--- config.mk ---
export PLATFORM = sky130hd
export DESIGN_NAME = joystick_direction_scanner_flat
export DESIGN_NICKNAME = d
export VERILOG_FILES = /design/src/rtl/core/jds_pkg.sv /design/src/rtl/core/jds_poll_if.sv /design/src/rtl/core/jds_event_if.sv /design/src/rtl/core/joystick_direction_scanner.sv /design/src/rtl/core/jds_front.sv /design/src/rtl/core/jds_queue.sv /design/src/rtl/core/jds_back.sv /design/src/flat_wrapper.sv
export VERILOG_INCLUDE_DIRS = /design/src /design/src/rtl/core
export SDC_FILE = /design/constraint.sdc
export NUM_CORES = 1
export LEC_CHECK = 0
export BUFFER_PORTS_ARGS = -buffer_cell sky130_fd_sc_hd__buf_2
export CAP_MARGIN = 20
export CORE_MARGIN = 2
export CORE_UTILIZATION = 40
export DETAILED_ROUTE_END_ITERATION = 8
export HOLD_SLACK_MARGIN = 0.12
export PLACE_DENSITY_LB_ADDON = 0.1
export SLEW_MARGIN = 20
export SYNTH_ARGS = -nofsm -noshare
export SYNTH_HDL_FRONTEND = slang
export SYNTH_SLANG_ARGS = --single-unit
--- constraint.sdc ---
create_clock -name clk -period 25.3 [get_ports clk]
set_input_delay 2.53 -clock clk [delete_from_list [all_inputs] [get_ports clk]]
set_output_delay 2.53 -clock clk [all_outputs]
set_load 0.03 [all_outputs]
--- src/rtl/core/joystick_direction_scanner_defines.svh ---
// Assertion macros for the joystick direction scanner.
// No dependencies; included by the top level only.
`ifndef JOYSTICK_DIRECTION_SCANNER_DEFINES_SVH
`define JOYSTICK_DIRECTION_SCANNER_DEFINES_SVH

`ifndef SYNTHESIS
// property must hold on every clock edge outside reset
`define JDS_ASSERT(lbl, clk_s, rst_n_s, prop) \
	lbl: assert property (@(posedge clk_s) disable iff (!rst_n_s) (prop)) \
		else $error("jds assertion failed");
// condition must never be true outside reset
`define JDS_NEVER(lbl, clk_s, rst_n_s, cond) \
	lbl: assert property (@(posedge clk_s) disable iff (!rst_n_s) !(cond)) \
		else $error("jds forbidden condition seen");
`else
`define JDS_ASSERT(lbl, clk_s, rst_n_s, prop)
`define JDS_NEVER(lbl, clk_s, rst_n_s, cond)
`endif

`endif

--- src/rtl/core/jds_pkg.sv ---
// Shared types and constants of the joystick direction scanner.
// No dependencies.
package jds_pkg;

	localparam int unsigned COL_W        = 5;
	localparam int unsigned CFG_IDX_W    = 3;
	localparam int unsigned CFG_DATA_W   = 16;
	localparam int unsigned SAMPLE_W     = 16;
	localparam int unsigned BUTTON_LINES = 28;
	localparam int unsigned STICK_COLUMNS = 4;
	localparam int unsigned THR_W        = 19;

	localparam logic [CFG_IDX_W-1:0] REG_CENTER    = 3'd0;
	localparam logic [CFG_IDX_W-1:0] REG_DEADZONE  = 3'd1;
	localparam logic [CFG_IDX_W-1:0] REG_HYST      = 3'd2;
	localparam logic [CFG_IDX_W-1:0] REG_INV_H     = 3'd3;
	localparam logic [CFG_IDX_W-1:0] REG_INV_V     = 3'd4;
	localparam logic [CFG_IDX_W-1:0] REG_BTN_BASE  = 3'd5;
	localparam logic [CFG_IDX_W-1:0] REG_BTN_TOTAL = 3'd6;

	localparam logic [15:0] RST_CENTER    = 16'd2048;
	localparam logic [15:0] RST_DEADZONE  = 16'd200;
	localparam logic [15:0] RST_HYST      = 16'd50;
	localparam logic [5:0]  RST_BTN_BASE  = 6'd4;
	localparam logic [4:0]  RST_BTN_TOTAL = 5'd0;

	typedef enum logic [1:0] {
		DIR_REST  = 2'b00,
		DIR_PLUS  = 2'b01,
		DIR_MINUS = 2'b10
	} jds_dir_t;

	typedef struct packed {
		logic [15:0] center;
		logic [15:0] deadzone;
		logic [15:0] hyst;
		logic        inv_h;
		logic        inv_v;
		logic [5:0]  btn_base;
		logic [4:0]  btn_total;
	} jds_cfg_t;

	typedef struct packed {
		logic full;
		logic empty;
	} jds_q_stat_t;

endpackage

--- src/rtl/core/jds_poll_if.sv ---
// Poll channel: valid/ready handshake carrying two samples and button levels.
// Depends on jds_pkg.
interface jds_poll_if import jds_pkg::*; ();
	logic                       valid;
	logic                       ready;
	logic signed [SAMPLE_W-1:0] x_sample;
	logic signed [SAMPLE_W-1:0] y_sample;
	logic [BUTTON_LINES-1:0]    button_levels;

	modport source (output valid, x_sample, y_sample, button_levels, input ready);
	modport sink   (input valid, x_sample, y_sample, button_levels, output ready);
endinterface

--- src/rtl/core/jds_event_if.sv ---
// Event channel: valid/ready handshake carrying one key change.
// Depends on jds_pkg.
interface jds_event_if import jds_pkg::*; ();
	logic             valid;
	logic             ready;
	logic [COL_W-1:0] column_index;
	logic             is_pressed;
	logic             last_event;

	modport source (output valid, column_index, is_pressed, last_event, input ready);
	modport sink   (input valid, column_index, is_pressed, last_event, output ready);
endinterface

--- src/rtl/core/joystick_direction_scanner.sv ---
// Channel   Dir   Payload
// poll      in    x_sample, y_sample, button_levels
// ev        out   column_index, is_pressed, last_event
// cfg       in    cfg_write_en, cfg_index, cfg_data (write only)
//
// The front end classifies a poll in the cycle it is taken, one poll per cycle unless the queue is full.
// The back end emits one event per cycle while its output slot is free, so a poll with k
// changes yields k events (up to MAX_COLUMNS); polls without reportable changes are not queued.
// A two-entry queue lets the front run ahead; poll.ready drops only when it fills.
// arst_n clears all control state at once; no clearing pass.
// Depends on jds_pkg, jds_poll_if, jds_event_if, jds_front, jds_queue, jds_back.
`include "joystick_direction_scanner_defines.svh"

module joystick_direction_scanner import jds_pkg::*; #(
	parameter int unsigned MAX_COLUMNS = 32
) (
	input  logic                  clk,
	input  logic                  arst_n,
	input  logic                  cfg_write_en,
	input  logic [CFG_IDX_W-1:0]  cfg_index,
	input  logic [CFG_DATA_W-1:0] cfg_data,
	jds_poll_if.sink              poll,
	jds_event_if.source           ev
);

	logic                     q_push, q_pop;
	logic [MAX_COLUMNS-1:0]   push_report, push_level;
	logic [2*MAX_COLUMNS-1:0] head;
	jds_q_stat_t              q_stat;

	jds_front #(.MAX_COLUMNS(MAX_COLUMNS)) u_front (
		.clk         (clk),
		.arst_n      (arst_n),
		.cfg_write_en(cfg_write_en),
		.cfg_index   (cfg_index),
		.cfg_data    (cfg_data),
		.poll        (poll),
		.q_stat      (q_stat),
		.push        (q_push),
		.push_report (push_report),
		.push_level  (push_level)
	);

	jds_queue #(.WIDTH(2 * MAX_COLUMNS), .DEPTH(2)) u_queue (
		.clk    (clk),
		.arst_n (arst_n),
		.push   (q_push),
		.wr_data({push_report, push_level}),
		.pop    (q_pop),
		.rd_data(head),
		.stat   (q_stat)
	);

	jds_back #(.MAX_COLUMNS(MAX_COLUMNS)) u_back (
		.clk        (clk),
		.arst_n     (arst_n),
		.head_report(head[2*MAX_COLUMNS-1:MAX_COLUMNS]),
		.head_level (head[MAX_COLUMNS-1:0]),
		.q_stat     (q_stat),
		.pop        (q_pop),
		.ev         (ev)
	);

	`JDS_NEVER(a_no_overflow, clk, arst_n, q_push && q_stat.full)
	`JDS_NEVER(a_no_underflow, clk, arst_n, q_pop && q_stat.empty)
	`JDS_ASSERT(a_push_has_work, clk, arst_n, q_push |-> (push_report != '0))
	// more events of the same poll follow straight after a non-final one
	`JDS_ASSERT(a_burst_continues, clk, arst_n, (ev.valid && ev.ready && !ev.last_event) |=> ev.valid)

endmodule

--- src/rtl/core/jds_front.sv ---
// Front end: config registers, axis classification with hysteresis, column mask
// and change detection. Depends on jds_pkg and jds_poll_if.
module jds_front import jds_pkg::*; #(
	parameter int unsigned MAX_COLUMNS = 32
) (
	input  logic                   clk,
	input  logic                   arst_n,
	input  logic                   cfg_write_en,
	input  logic [CFG_IDX_W-1:0]   cfg_index,
	input  logic [CFG_DATA_W-1:0]  cfg_data,
	jds_poll_if.sink               poll,
	input  jds_q_stat_t            q_stat,
	output logic                   push,
	output logic [MAX_COLUMNS-1:0] push_report,
	output logic [MAX_COLUMNS-1:0] push_level
);

	jds_cfg_t               cfg_q;
	jds_dir_t               hdir_q, vdir_q;
	logic [MAX_COLUMNS-1:0] mask_q;

	logic signed [THR_W-1:0] c19, d19, h19;
	logic signed [THR_W-1:0] lo_rest, hi_rest, lo_move, hi_move;
	logic signed [THR_W-1:0] sx, sy;
	jds_dir_t               hx, vy, ex, ey;
	logic [STICK_COLUMNS-1:0] stick;
	logic [BUTTON_LINES-1:0]  btn_en;
	logic [63:0]              btn_wide;
	logic [6:0]               limit;
	logic [MAX_COLUMNS-1:0]   in_range;
	logic [MAX_COLUMNS-1:0]   next_mask;
	logic                     accept;

	function automatic jds_dir_t classify(
		input logic signed [THR_W-1:0] s,
		input jds_dir_t                prev,
		input logic signed [THR_W-1:0] lr, hr, lm, hm
	);
		jds_dir_t r;
		r = DIR_REST;
		case (prev)
			DIR_MINUS: begin
				if (s < lm) r = DIR_MINUS;
			end
			DIR_PLUS: begin
				if (s > hm) r = DIR_PLUS;
			end
			default: begin
				if (s < lr) r = DIR_MINUS;
				else if (s > hr) r = DIR_PLUS;
			end
		endcase
		return r;
	endfunction

	function automatic jds_dir_t flip(input jds_dir_t d, input logic en);
		jds_dir_t r;
		r = d;
		if (en) begin
			case (d)
				DIR_MINUS: r = DIR_PLUS;
				DIR_PLUS:  r = DIR_MINUS;
				default:   r = DIR_REST;
			endcase
		end
		return r;
	endfunction

	always_comb begin
		c19 = $signed({3'b000, cfg_q.center});
		d19 = $signed({3'b000, cfg_q.deadzone});
		h19 = $signed({3'b000, cfg_q.hyst});
		// widened band at rest, narrowed band while deflected
		lo_rest = c19 - (d19 + h19);
		hi_rest = c19 + (d19 + h19);
		lo_move = c19 - (d19 - h19);
		hi_move = c19 + (d19 - h19);
		sx = $signed({{(THR_W-SAMPLE_W){poll.x_sample[SAMPLE_W-1]}}, poll.x_sample});
		sy = $signed({{(THR_W-SAMPLE_W){poll.y_sample[SAMPLE_W-1]}}, poll.y_sample});
		hx = classify(sx, hdir_q, lo_rest, hi_rest, lo_move, hi_move);
		vy = classify(sy, vdir_q, lo_rest, hi_rest, lo_move, hi_move);
		ex = flip(hx, cfg_q.inv_h);
		ey = flip(vy, cfg_q.inv_v);
		stick[0] = (ey == DIR_MINUS);
		stick[1] = (ey == DIR_PLUS);
		stick[2] = (ex == DIR_MINUS);
		stick[3] = (ex == DIR_PLUS);
		for (int i = 0; i < BUTTON_LINES; i++) begin
			btn_en[i] = poll.button_levels[i] && (5'(i) < cfg_q.btn_total);
		end
		// columns past the top fall off the shift
		btn_wide  = 64'(btn_en) << cfg_q.btn_base;
		next_mask = btn_wide[MAX_COLUMNS-1:0] | MAX_COLUMNS'(stick);
		limit = 7'(cfg_q.btn_base) + 7'(cfg_q.btn_total);
		for (int i = 0; i < MAX_COLUMNS; i++) begin
			in_range[i] = (7'(i) < limit);
		end
	end

	assign poll.ready  = !q_stat.full;
	assign accept      = poll.valid && poll.ready;
	assign push_report = (mask_q ^ next_mask) & in_range;
	assign push_level  = next_mask;
	assign push        = accept && (push_report != '0);

	always_ff @(posedge clk or negedge arst_n) begin
		if (!arst_n) begin
			cfg_q <= '{center: RST_CENTER, deadzone: RST_DEADZONE, hyst: RST_HYST,
				inv_h: 1'b0, inv_v: 1'b0, btn_base: RST_BTN_BASE,
				btn_total: RST_BTN_TOTAL};
			hdir_q <= DIR_REST;
			vdir_q <= DIR_REST;
			mask_q <= '0;
		end else begin
			if (cfg_write_en) begin
				case (cfg_index)
					REG_CENTER:    cfg_q.center    <= cfg_data;
					REG_DEADZONE:  cfg_q.deadzone  <= cfg_data;
					REG_HYST:      cfg_q.hyst      <= cfg_data;
					REG_INV_H:     cfg_q.inv_h     <= cfg_data[0];
					REG_INV_V:     cfg_q.inv_v     <= cfg_data[0];
					REG_BTN_BASE:  cfg_q.btn_base  <= cfg_data[5:0];
					REG_BTN_TOTAL: cfg_q.btn_total <= cfg_data[4:0];
					default: ;
				endcase
			end
			if (accept) begin
				// hysteresis state is kept before inversion
				hdir_q <= hx;
				vdir_q <= vy;
				mask_q <= next_mask;
			end
		end
	end

endmodule

--- src/rtl/core/jds_queue.sv ---
// Small register FIFO between front and back ends.
// Depends on jds_pkg.
module jds_queue import jds_pkg::*; #(
	parameter int unsigned WIDTH = 64,
	parameter int unsigned DEPTH = 2
) (
	input  logic             clk,
	input  logic             arst_n,
	input  logic             push,
	input  logic [WIDTH-1:0] wr_data,
	input  logic             pop,
	output logic [WIDTH-1:0] rd_data,
	output jds_q_stat_t      stat
);

	localparam int unsigned PW = (DEPTH > 1) ? $clog2(DEPTH) : 1;
	localparam int unsigned CW = $clog2(DEPTH + 1);

	logic [WIDTH-1:0] entry_q [DEPTH];
	logic [PW-1:0]    wr_ptr_q, rd_ptr_q;
	logic [CW-1:0]    count_q;

	function automatic logic [PW-1:0] bump(input logic [PW-1:0] p);
		return (p == PW'(DEPTH - 1)) ? '0 : p + 1'b1;
	endfunction

	assign rd_data    = entry_q[rd_ptr_q];
	assign stat.full  = (count_q == CW'(DEPTH));
	assign stat.empty = (count_q == '0);

	always_ff @(posedge clk) begin
		if (push) entry_q[wr_ptr_q] <= wr_data;
	end

	always_ff @(posedge clk or negedge arst_n) begin
		if (!arst_n) begin
			wr_ptr_q <= '0;
			rd_ptr_q <= '0;
			count_q  <= '0;
		end else begin
			if (push) wr_ptr_q <= bump(wr_ptr_q);
			if (pop)  rd_ptr_q <= bump(rd_ptr_q);
			case ({push, pop})
				2'b10:   count_q <= count_q + 1'b1;
				2'b01:   count_q <= count_q - 1'b1;
				default: count_q <= count_q;
			endcase
		end
	end

endmodule

--- src/rtl/core/jds_back.sv ---
// Back end: walks a change mask lowest column first, one event per cycle while
// the output slot is free, into a registered output. Depends on jds_pkg, jds_event_if.
module jds_back import jds_pkg::*; #(
	parameter int unsigned MAX_COLUMNS = 32
) (
	input  logic                   clk,
	input  logic                   arst_n,
	input  logic [MAX_COLUMNS-1:0] head_report,
	input  logic [MAX_COLUMNS-1:0] head_level,
	input  jds_q_stat_t            q_stat,
	output logic                   pop,
	jds_event_if.source            ev
);

	logic [MAX_COLUMNS-1:0] work_q, level_q, work_after;
	logic                   ev_valid_q, ev_pressed_q, ev_last_q;
	logic [COL_W-1:0]       ev_col_q;
	logic                   slot_free, emit;
	logic [COL_W-1:0]       idx;
	logic                   pressed;

	always_comb begin
		idx     = '0;
		pressed = 1'b0;
		for (int i = MAX_COLUMNS - 1; i >= 0; i--) begin
			if (work_q[i]) begin
				idx     = COL_W'(i);
				pressed = level_q[i];
			end
		end
	end

	assign slot_free  = !ev_valid_q || ev.ready;
	assign emit       = slot_free && (work_q != '0);
	// clear the lowest set bit
	assign work_after = emit ? (work_q & (work_q - 1'b1)) : work_q;
	assign pop        = (work_after == '0) && !q_stat.empty;

	assign ev.valid        = ev_valid_q;
	assign ev.column_index = ev_col_q;
	assign ev.is_pressed   = ev_pressed_q;
	assign ev.last_event   = ev_last_q;

	always_ff @(posedge clk) begin
		if (pop) level_q <= head_level;
		if (emit) begin
			ev_col_q     <= idx;
			ev_pressed_q <= pressed;
			ev_last_q    <= (work_after == '0);
		end
	end

	always_ff @(posedge clk or negedge arst_n) begin
		if (!arst_n) begin
			work_q     <= '0;
			ev_valid_q <= 1'b0;
		end else begin
			work_q <= pop ? head_report : work_after;
			if (emit) ev_valid_q <= 1'b1;
			else if (ev.ready) ev_valid_q <= 1'b0;
		end
	end

endmodule

--- src/flat_wrapper.sv ---
// flat-port wrapper written by rule: the top's interface ports become plain ports
module joystick_direction_scanner_flat import jds_pkg::*;
#(
	parameter int unsigned MAX_COLUMNS = 32
)
  (clk, arst_n, cfg_write_en, cfg_index, cfg_data, poll_valid, poll_x_sample, poll_y_sample, poll_button_levels, poll_ready, ev_valid, ev_column_index, ev_is_pressed, ev_last_event, ev_ready);
  jds_poll_if poll_i ();
  jds_event_if ev_i ();
  input  logic clk;
  input  logic arst_n;
  input  logic cfg_write_en;
  input  logic [CFG_IDX_W-1:0] cfg_index;
  input  logic [CFG_DATA_W-1:0] cfg_data;
  input wire logic [$bits(poll_i.valid)-1:0] poll_valid;
  input wire logic [$bits(poll_i.x_sample)-1:0] poll_x_sample;
  input wire logic [$bits(poll_i.y_sample)-1:0] poll_y_sample;
  input wire logic [$bits(poll_i.button_levels)-1:0] poll_button_levels;
  output wire logic [$bits(poll_i.ready)-1:0] poll_ready;
  output wire logic [$bits(ev_i.valid)-1:0] ev_valid;
  output wire logic [$bits(ev_i.column_index)-1:0] ev_column_index;
  output wire logic [$bits(ev_i.is_pressed)-1:0] ev_is_pressed;
  output wire logic [$bits(ev_i.last_event)-1:0] ev_last_event;
  input wire logic [$bits(ev_i.ready)-1:0] ev_ready;
  assign poll_i.valid = poll_valid;
  assign poll_i.x_sample = poll_x_sample;
  assign poll_i.y_sample = poll_y_sample;
  assign poll_i.button_levels = poll_button_levels;
  assign poll_ready = poll_i.ready;
  assign ev_valid = ev_i.valid;
  assign ev_column_index = ev_i.column_index;
  assign ev_is_pressed = ev_i.is_pressed;
  assign ev_last_event = ev_i.last_event;
  assign ev_i.ready = ev_ready;
  joystick_direction_scanner #(.MAX_COLUMNS(MAX_COLUMNS)) u_core (.clk(clk), .arst_n(arst_n), .cfg_write_en(cfg_write_en), .cfg_index(cfg_index), .cfg_data(cfg_data), .poll(poll_i), .ev(ev_i));
endmodule
==> results.yml <==
run_status:
  status: "complete, no violations"
worst_setup_path:
  critical_path_s_slowest_cell: "a2111oi_0"
  setup.worst_path.class: "flip-flop to flip-flop"
  timing.critical_path.slowest_cell_delay_ns: 0.76
  crit_path_end_kind: "flip-flop"
  ff_to_ff_setup_slack_ns: 15.86
  critPathArrivalTime_ns: 9.62
  critPathLaunchType: "flip-flop"
  required_ns: 25.48
  crit_path_max_fanout: 36
synthesis:
  post_syn_area_um2: 23390
  ys.warnings.count: 0
  synth.avg_cell_area_um2: 9.581
  synth_top_flop_cell: "edfxtp_1"
  ys_ff_latch: 301
  synth.yosys.seq_area_share_pct: 35.82
  post_synth_num_cell_types: 110
  syn-instance-count: 2441
  synth_nets: 2771
  synth-edff-count: 167
  postSynth.asyncResetShare_pct: 44.52
global_routing:
  global_route_wire_length_before_repair_mm: 115.3
  gr-usage-all-layers_pct: 25.19
  first_global_vias: 18170
  largest_net_degree_at_the_start_of_global_routing: 72
  grt_overflow: 0
  grt_antenna_before_repair: 2
routing:
  wl_mm: 76.58
  detailroute.via_count: 19200
  vias_per_cell: 5.858
  drc: 0
  route.antenna.remaining_nets: 0
  drt_iter0_markers: 1537
  number_of_detailed_routing_iterations_run_before_antenna_repair: 7
  route.detailed.wl_per_inst_um: 23.36
timing:
  final.setup.tns_ns: 0
  slew_violations: 0
  timing.final.ws_setup_ns: 15.86
  holdWs_ns: 0.4978
  final-setup-viol-count: 0
  rsz_0062_raised_after_global_routing: "false"
  worst_clock_skew_ns: 0.01396
  transition_time_at_the_pin_with_the_least_slew_margin_ns: 1.125
  max-slew-margin-rel_pct: 24.47
  layout_min_cycle_time_ns: 9.435
  max_clock_freq_mhz: 106.0
  final_critical_path_share_of_the_clock_period_pct: 37.29
  report.final.hold_viol_count: 0
final_layout:
  layout.filler_cells: 5643
  areaGrowthSynthToFinish_pct: 9.459
  n_antenna_cell: 0
  final_nets: 2817
  drive_gt1_share_pct: 12.38
  final_core_utilization_pct: 44.37
placed_design:
  hpwl_mm: 61.30
  portBuffers: 92
  pre_cts_ws_ns: 15.97
  gp_congestion: 0.9290
clock_tree:
  cts_hold_buf: 0
  clock_tree_from_tritoncts: "done"
  tritoncts.num_buffers: 35
  maximum_clock_path_buffer_count: 3
  total_clock_sinks: 301
  insertion_delay_ns: 0.55
  clk_pin_slew_ns: 0.06
  cts_repair_resize_count: 0
  cts.root.buffer_cell: "clkbuf_16"
  cts.htree.levels: 2
  post_cts_buffers: 0
worst_hold_path:
  min_delay_worst_type: "flip-flop to flip-flop"
floorplan:
  ios: 93
  core.rowCount: 88
  core-area_um2: 57700
  floorplan.die.height_um: 245.8
  die_area_um2: 60420
  chipWidth_um: 245.8
  initial_core_utilization_pct: 40.53
run:
  max_cap_violations: 0
layout by cell type, fill, tap and decap left out, types with 26 or more instances in the layout:
| cell type | instances |
|---|---|
| a21o_1 | 55 |
| a21oi_1 | 151 |
| and2_1 | 33 |
| buf_2 | 91 |
| clkbuf_16 | 35 |
| dfrtp_1 | 125 |
| edfxtp_1 | 167 |
| ha_1 | 239 |
| inv_1 | 148 |
| mux2_2 | 80 |
| mux2i_1 | 48 |
| nand2_1 | 211 |
| nand2b_1 | 29 |
| nand3_1 | 45 |
| nand4_1 | 26 |
| nor2_1 | 136 |
| nor2b_1 | 36 |
| nor3_1 | 37 |
| o21a_1 | 30 |
| o21ai_0 | 163 |
| o21bai_1 | 28 |
| xnor2_1 | 78 |
| xor2_1 | 31 |
final timing paths:
path	from	endpoint	cells after the start
min in group asynchronous	arst_n	u_core.u_front.mask_q[26]	1
worst max-delay path	u_core.u_front.cfg_q[15]	u_core.u_queue.entry_q[1][50]	31
worst min register to register	u_core.u_front.mask_q[17]	u_core.u_front.mask_q[17]	2
max in group asynchronous	arst_n	u_core.u_front.cfg_q[24]	2
worst min-delay path	u_core.u_front.mask_q[17]	u_core.u_front.mask_q[17]	2
worst max register to register	u_core.u_front.cfg_q[15]	u_core.u_queue.entry_q[1][50]	31
Yosys cell counts (22+ instances only):
cell	n	area share [%]
nand3_1	45	0.96
ha_1	239	13
o21a_1	30	0.96
a21oi_1	151	3.2
a31oi_1	23	0.62
xnor2_1	78	2.9
o211ai_1	24	0.77
xor2_1	31	1.2
o21ai_0	163	3.5
nor2b_1	36	0.96
nand2_1	211	3.4
a21o_1	55	1.8
nand2b_1	29	0.78
a211oi_1	22	0.71
and2_1	35	0.94
dfrtp_1	126	13
o21bai_1	28	0.90
edfxtp_1	167	21
nor2_1	136	2.2
inv_1	148	2.4
nand4_1	26	0.70
clkbuf_1	68	1.1
o31ai_1	22	0.71
nor3_1	38	0.81
mux2i_1	48	2.1
mux2_2	80	3.9
layer usage:
layer  global-route usage [%]  up-vias  wire, um
li1                         -     9159         -
met1                    40.57     9410     40310
met2                    35.71      554     31140
met3                    2.936       80      3926
met4                    4.652        0      1206
met5                        0        -         0
worst max-delay path: cells and delay by family (launching register included):
family                     cells  cell delay (ns)
xor gates and xnor gates       1             0.26
adders and majority gates      3             1.03
DFF                            1             0.35
buffers and inverters          3             0.68
and+or+nand+nor                8             2.02
AOI/OAI and AO/OA             16             4.69
state kept, by name, summed over array words and instances, names as in the netlist:
signal                         cells
u_core.u_back.ev.is_pressed        1
u_core.u_front.hdir_q              2
u_core.u_queue.wr_ptr_q            1
u_core.u_back.work_q              32
u_core.u_back.ev.valid             1
u_core.u_back.ev.column_index      5
u_core.u_front.vdir_q              2
u_core.u_queue.entry_q           128
u_core.u_back.level_q             32
u_core.u_front.mask_q             32
u_core.u_queue.count_q             2
u_core.u_front.c19                16
u_core.u_front.cfg_q              45
u_core.u_back.ev.last_event        1
u_core.u_queue.rd_ptr_q            1
logic make-up after synthesis:
| family | share of synthesized area [%] |
|---|---|
| DFF | 35.82 |
| muxes | 7.051 |
| and+or+nand+nor | 14.50 |
| buffers and inverters | 4.334 |
| adders and majority gates | 13.39 |
| xor gates and xnor gates | 4.467 |
| AOI/OAI and AO/OA | 20.43 |
layout make-up:
class	instances	area [um^2]	area share, %
multi-input cells	1889	14020	54.77
flip-flops and latches	301	8379	32.73
clock buffers	46	957.2	3.739
well taps	765	957.2	3.739
repair buffers	110	601.8	2.351
inverters	150	563.0	2.200
clock inverters	17	120.1	0.4692
stage by stage:
step / cell area [um^2] / cells
final: 25600 / 3278
after global routing: 25600 / 3278
after CTS: 25590 / 3278
after detailed placement: 24510 / 3215
after global placement: 24510 / 3215
after floorplan: 23390 / 2441
Power is left out: the tool's default activity adds up to more than one toggle a clock period on the data nets, which glitch-free logic cannot reach.
